==> src/rtl/wbm_divider.sv <==
// Restoring divider, one quotient bit per cycle.
`timescale 1ns / 1ps
module wbm_divider #(
   parameter int NUM_W = 33,
   parameter int DEN_W = 16,
   parameter int QUO_W = 16
) (
   input  logic             clock,
   input  logic             reset,
   input  logic             start,
   input  logic [NUM_W-1:0] numerator,
   input  logic [DEN_W-1:0] denominator,
   output logic             done,
   output logic [QUO_W-1:0] quotient
);

   localparam int SH_W  = DEN_W + QUO_W - 1;
   localparam int CMP_W = ((NUM_W > SH_W) ? NUM_W : SH_W) + 1;
   localparam int CNT_W = $clog2(QUO_W + 1);

   logic [NUM_W-1:0] rem_ff, rem_in;
   logic [SH_W-1:0]  den_ff, den_in;
   logic [QUO_W-1:0] quo_ff, quo_in;
   logic [CNT_W-1:0] cnt_ff, cnt_in;
   logic             busy_ff, busy_in;
   logic             done_ff, done_in;
   logic [CMP_W-1:0] rem_x, den_x;
   logic             fits;

   always_comb begin
      rem_x   = CMP_W'(rem_ff);
      den_x   = CMP_W'(den_ff);
      fits    = rem_x >= den_x;
      rem_in  = rem_ff;
      den_in  = den_ff;
      quo_in  = quo_ff;
      cnt_in  = cnt_ff;
      busy_in = busy_ff;
      done_in = 1'b0;
      if (start) begin
         rem_in  = numerator;
         den_in  = SH_W'(denominator) << (QUO_W - 1);
         quo_in  = '0;
         cnt_in  = '0;
         busy_in = 1'b1;
      end else if (busy_ff) begin
         if (fits) begin
            rem_in = NUM_W'(rem_x - den_x);
         end
         quo_in = {quo_ff[QUO_W-2:0], fits};
         den_in = den_ff >> 1;
         cnt_in = cnt_ff + CNT_W'(1);
         if (cnt_ff == CNT_W'(QUO_W - 1)) begin
            busy_in = 1'b0;
            done_in = 1'b1;
         end
      end
   end

   always_ff @(posedge clock) begin
      rem_ff <= rem_in;
      den_ff <= den_in;
      quo_ff <= quo_in;
      cnt_ff <= cnt_in;
      if (reset) begin
         busy_ff <= 1'b0;
         done_ff <= 1'b0;
      end else begin
         busy_ff <= busy_in;
         done_ff <= done_in;
      end
   end

   assign done     = done_ff;
   assign quotient = quo_ff;

endmodule

==> config.mk <==
export PLATFORM = sky130hd
export DESIGN_NAME = wbm_divider
export DESIGN_NICKNAME = d
export VERILOG_FILES = /design/src/rtl/wbm_divider.sv
export SDC_FILE = /design/constraint.sdc
export NUM_CORES = 1
export LEC_CHECK = 0
export ABC_CLOCK_PERIOD_IN_PS = 14610
export BUFFER_PORTS_ARGS = -buffer_cell sky130_fd_sc_hd__buf_2
export CAP_MARGIN = 10
export CORE_MARGIN = 10
export CORE_UTILIZATION = 30
export DETAILED_ROUTE_END_ITERATION = 10
export GPL_TIMING_DRIVEN = 1
export SLEW_MARGIN = 10
export SYNTH_ARGS = -nofsm -noshare
export SYNTH_HDL_FRONTEND = slang
export SYNTH_SLANG_ARGS = --single-unit
==> constraint.sdc <==
create_clock -name clock -period 14.61 [get_ports clock]
set_clock_uncertainty 0.05 [all_clocks]
set_input_delay 4.383 -clock clock [delete_from_list [all_inputs] [get_ports clock]]
set_output_delay 4.383 -clock clock [all_outputs]
set_load 0.01 [all_outputs]
==> After elaboration in Yosys (flattened, before gate mapping) <==
Index checks and enable logic that the tools add are counted.
W data, S select, Z words.
{ "word_totals": {"out_inout_bits": 17, "reg_bits": 87, "mem_bits_rw": 0, "romBits": 0, "wordCells": 25, "memories": 0, "latch_bits": 0} }
{ "classes": {"mul": 0, "n_addsub": 2, "mux": 9, "n_reduce_logical": 4, "div_mod_pow": 0, "bitwise": 1, "shift": 0, "order_cmp": 1, "eq_ne": 1} }
{ "op_table": {"columns": ["cell", "count"], "rows": [
  ["$mux W33", 3],
  ["$mux W31", 2],
  ["$ge A33 B31 Y1", 1],
  ["$sub A33 B31 Y33", 1],
  ["$add A5 B1 Y5 const B", 1],
  ["$eq A5 B4 Y1 const B", 1],
  ["$mux W1", 4],
  ["$reduce_bool A2 Y1", 2],
  ["$reduce_or A3 Y1", 1],
  ["$reduce_and A2 Y1", 1],
  ["$not A1 Y1", 1]
]} }

==> Depth between registers and ports, before layout <==
{ "logic_depth": {"ltp_word": 4, "depth_mapped": 10} }

==> Least setup slack after synthesis <==
OpenSTA, ideal clock, no wires.
{ "synth_timing": {"path_type": "input to register", "startpoint": "in start", "endpoint": "reg rem_ff[0], enable pin", "setup_slack_ps": 8065, "arrival_ps": 5826, "stages": 3, "path_cell_list": "inv_1 > clkbuf_1 > o21ai_0"} }
{ "synth_between": {"elab_chain_cells": 2, "word_cells_on_any_way": 3, "cone_classes": "3 x reduce/logical"} }
{ "synth_lines": {"columns": ["element", "line_no", "source"], "rows": [
  ["start, declared", "10", "input logic start,"],
  ["$reduce_bool A2 Y1 (no source line)", null, null],
  ["$reduce_and A2 Y1 (no source line) (*)", null, null],
  ["end signal, assigned", "61", "rem_ff <= rem_in;"],
  ["end, declared", "21", "logic [NUM_W-1:0] rem_ff, rem_in;"]
]} }
Every way passes the cells marked *; elsewhere a longest branch is shown, timed or not.
A chain may end at the register's enable or synchronous reset.

==> Worst setup path after layout <==
{ "layout_timing": {"startpoint": "in start", "endpoint": "reg den_ff[18], enable pin"} }
{ "layout_between": {"elab_chain_cells": 1} }
{ "layout_lines": {"columns": ["element", "line_no", "source"], "rows": [
  ["$reduce_bool A2 Y1 (no source line)", null, null],
  ["end signal, assigned", "62", "den_ff <= den_in;"],
  ["end, declared", "22", "logic [SH_W-1:0] den_ff, den_in;"]
]} }
No other way between the ends.

==> impl_metrics.ini <==
[die]
ioPinCount = 69
die_area_mm2 = 0.0237
fp.coreArea_mm2 = 0.0174
die-width_um = 154
floorplan.initialDensity_pct = 30.9
std_cell_rows = 48
chipHeight_um = 154

[layout]
finish.net_count = 738
final_core_util_pct = 35.7
drive_above_1_share_pct = 14.2
num-fill-cells = 1874
seqCellArea_mm2 = 0.00223
final_cell_count_no_fill = 883
multiInputGateArea_mm2 = 0.00288
flow.area_growth_from_synthesis_pct = 15.5

[yosys]
netlist-cell-type-count = 53
synth_area_mm2 = 0.00538
synth_top_cell_area_share_pct = 27.3
synth_top_cell_by_area = sky130_fd_sc_hd__edfxtp_1
synth-edff-count = 49
synth_top_flop_cell = sky130_fd_sc_hd__edfxtp_1
postSynthCellCount = 602
synth-seq-cells = 87
mappedNetlistNets = 688
syn_avg_cell_area_um2 = 8.94
ys_async_sr_fraction_pct = 0
commonest_cells_in_the_netlist = 75 x sky130_fd_sc_hd__nand2_1, 55 x sky130_fd_sc_hd__nor2_1, 49 x sky130_fd_sc_hd__edfxtp_1
yosys_warnings = 0
largest_cells_by_area_after_synthesis = sky130_fd_sc_hd__edfxtp_1 27%, sky130_fd_sc_hd__dfxtp_1 14%, sky130_fd_sc_hd__ha_1 7.7%, sky130_fd_sc_hd__mux2i_1 6.1%, sky130_fd_sc_hd__nand2_1 5.2%
most_common_cell_in_the_synthesized_netlist = sky130_fd_sc_hd__nand2_1
synth.yosys.seq_area_share_pct = 41.5

[detailed_routing]
detailedRoute.firstPassIterationCount = 5
routed_via_density = 4.94
route.antenna.remaining_nets = 0
post_drt_wl_per_cell_um = 15.0
dr_total_vias = 4362
detailedRoute.firstIterationViolations = 330
finalWirelength_mm = 13.3
detail_route.drc_violations = 0

[clock_tree]
clkSinkCount = 87
clockBufferDepth = 2
clk_pin_slew_ns = 0.06
cts_made_buffers = 9
cts-hold-fix-buffers = 0
cts.repair.resized = 0
cts-root-buf = sky130_fd_sc_hd__clkbuf_16
cts_post_setup_buffers_inserted = 0
htree_num_levels = 3
tritoncts_clock_tree = yes
clock_latency_of_the_later_clocked_register_in_the_worst_skew_pair_ns = 0.35

[sta]
hold_viol_final = 0
worstMarginPinSlew_ns = 1.19
fin_crit_sh_pct = 40.3
unrepaired_setup_endpoints_after_global_routing = false
setup-violations-final = 0
final-max-slew-violation-count = 0
achievable-frequency_mhz = 170
relSlewSlack_pct = 20.5
totalNegativeSetupSlack_ns = 0
final.min_clock_period_ns = 5.89

[run]
max_cap_violations = 0

[grt]
grt_start_max_net_pins = 82
grt_pass1_wl_mm = 22.2
antenna_found_initial = 1
grtUsageTotal_pct = 11.3
grt-ovfl-total = 0
vias_in_the_first_global_route = 4374

[worst_setup_path]
cp.required_ns = 14.54
cp_endpoint_kind = flip-flop
worst_r2r_path_depth = 9
startpoint_type = input pin
critPathKind = in2reg
timing.critical_path.slowest_cell_delay_ns = 0.67
critical_path.cell_chain = buf_4, inv_1, nand2_1
crit_fanout = 51
cell_type_of_the_slowest_stage_on_the_worst_timing_path = sky130_fd_sc_hd__nand2_1
worst_ep_arrival_time_ns = 5.82

[power]
power_frac_seq_pct = 34.6
intPower_uw = 580
power.share.combinational_pct = 39.3
cellPowerDensity_mw_per_mm2 = 147
power.static_leakage_uw = 0.00254
irDropWorstVdd_uv = 58.9
switch_pwr_uw = 335
p_sw_share_pct = 36.6
clkPwrFrac_pct = 26.1

[worst_hold_path]
worstHoldPathType = reg2reg
holdPathStages = 2

[placement]
routabilityCongestion = 0.837
place.port_buffers = 68
hpwl_mm = 9.75
dp_cells = 866

[outcome]
result_of_the_run = completed
==> metal layers <==
layer  wire length [um]  track usage (%)  part of all wire [%]
met5                  0                0                     0
met4                225             4.54                   1.7
met3                702             2.93                   5.3
met2               5730             17.1                    43
met1               6600             14.9                    50
==> flip-flops by register name, summed over array words and instances (netlist names) <==
register and flops:
rem_ff 33, den_ff 31, quotient 16, cnt_ff 5, busy_ff 1, done 1
==> kinds of logic after synthesis <==
| kind of cell | after synthesis | synth area share (%) |
|---|---|---|
| simple gates | 188 | 15.5 |
| compound gates | 158 | 19.1 |
| flops | 87 | 41.5 |
| buf+inv | 75 | 5.28 |
| mux | 34 | 6.34 |
| xor+xnor | 26 | 4.23 |
| fa+ha+maj | 34 | 8.04 |
==> metrics by stage <==
| stage | hold slack, ns | total power [uW] | area, um2 | setup WS, ns |
|---|---|---|---|---|
| 6_report | 0.436 | 915 | 6220 | 8.72 |
| 5_1_grt | 0.478 | 983 | 6210 | 8.56 |
| 4_1_cts | 0.440 | 921 | 6210 | 8.70 |
| 3_5_place_dp | 0.432 | 678 | 5910 | 8.32 |
| 3_3_place_gp | 0.422 | 676 | 5910 | 8.36 |
| 2_1_floorplan | 0.413 | 597 | 5380 | 8.06 |
==> worst max-delay path, delay by kind of cell <==
family,cells,cell delay [ns]
buffers and inverters,2,0.74
AND/OR/NAND/NOR,1,0.67
==> path summary, 6_finish.rpt <==
| path | startpoint | end | slack [ns] |
|---|---|---|---|
| setup / recovery | start | den_ff[18] | 8.72 |
| hold / removal | cnt_ff[4] | cnt_ff[4] | 0.44 |
| setup reg to reg | den_ff[4] | rem_ff[18] | 10.85 |
| hold reg to reg | cnt_ff[4] | cnt_ff[4] | 0.44 |
==> final cells by class <==
class / instances / share of cell area [%]
multi-input cells: 440 / 46.3
flip-flops and latches: 87 / 35.9
repair buffers: 69 / 5.64
well taps: 225 / 4.53
clock buffers: 9 / 3.62
inverters: 45 / 2.72
clock inverters: 7 / 1.21
diodes: 1 / 0.0403
==> power groups by stage <==
stage | clock network (uW) | logic, uW | registers [uW]
after global routing | 255 | 408 | 320
after floorplan | 0 | 282 | 315
after detailed placement | 0 | 355 | 322
after CTS | 246 | 359 | 317
final | 239 | 360 | 317
after global placement | 0 | 355 | 321
==> cell usage in the layout (no fill, tap or decap), types with 7 or more instances in the layout <==
master                      instances
sky130_fd_sc_hd__nand2_1           75
sky130_fd_sc_hd__buf_2             67
sky130_fd_sc_hd__nor2_1            55
sky130_fd_sc_hd__edfxtp_1          49
sky130_fd_sc_hd__inv_1             44
sky130_fd_sc_hd__o21ai_0           42
sky130_fd_sc_hd__a21oi_1           37
sky130_fd_sc_hd__dfxtp_1           37
sky130_fd_sc_hd__mux2i_1           33
sky130_fd_sc_hd__ha_1              33
sky130_fd_sc_hd__o31ai_1           23
sky130_fd_sc_hd__xnor2_1           16
sky130_fd_sc_hd__nand3_1           14
sky130_fd_sc_hd__a21o_1            11
sky130_fd_sc_hd__nor3_1            10
sky130_fd_sc_hd__xor2_1            10
sky130_fd_sc_hd__clkbuf_16          9
sky130_fd_sc_hd__nand4_1            8
sky130_fd_sc_hd__o21a_1             7
Note: power is estimated with default switching activity, not from simulation.
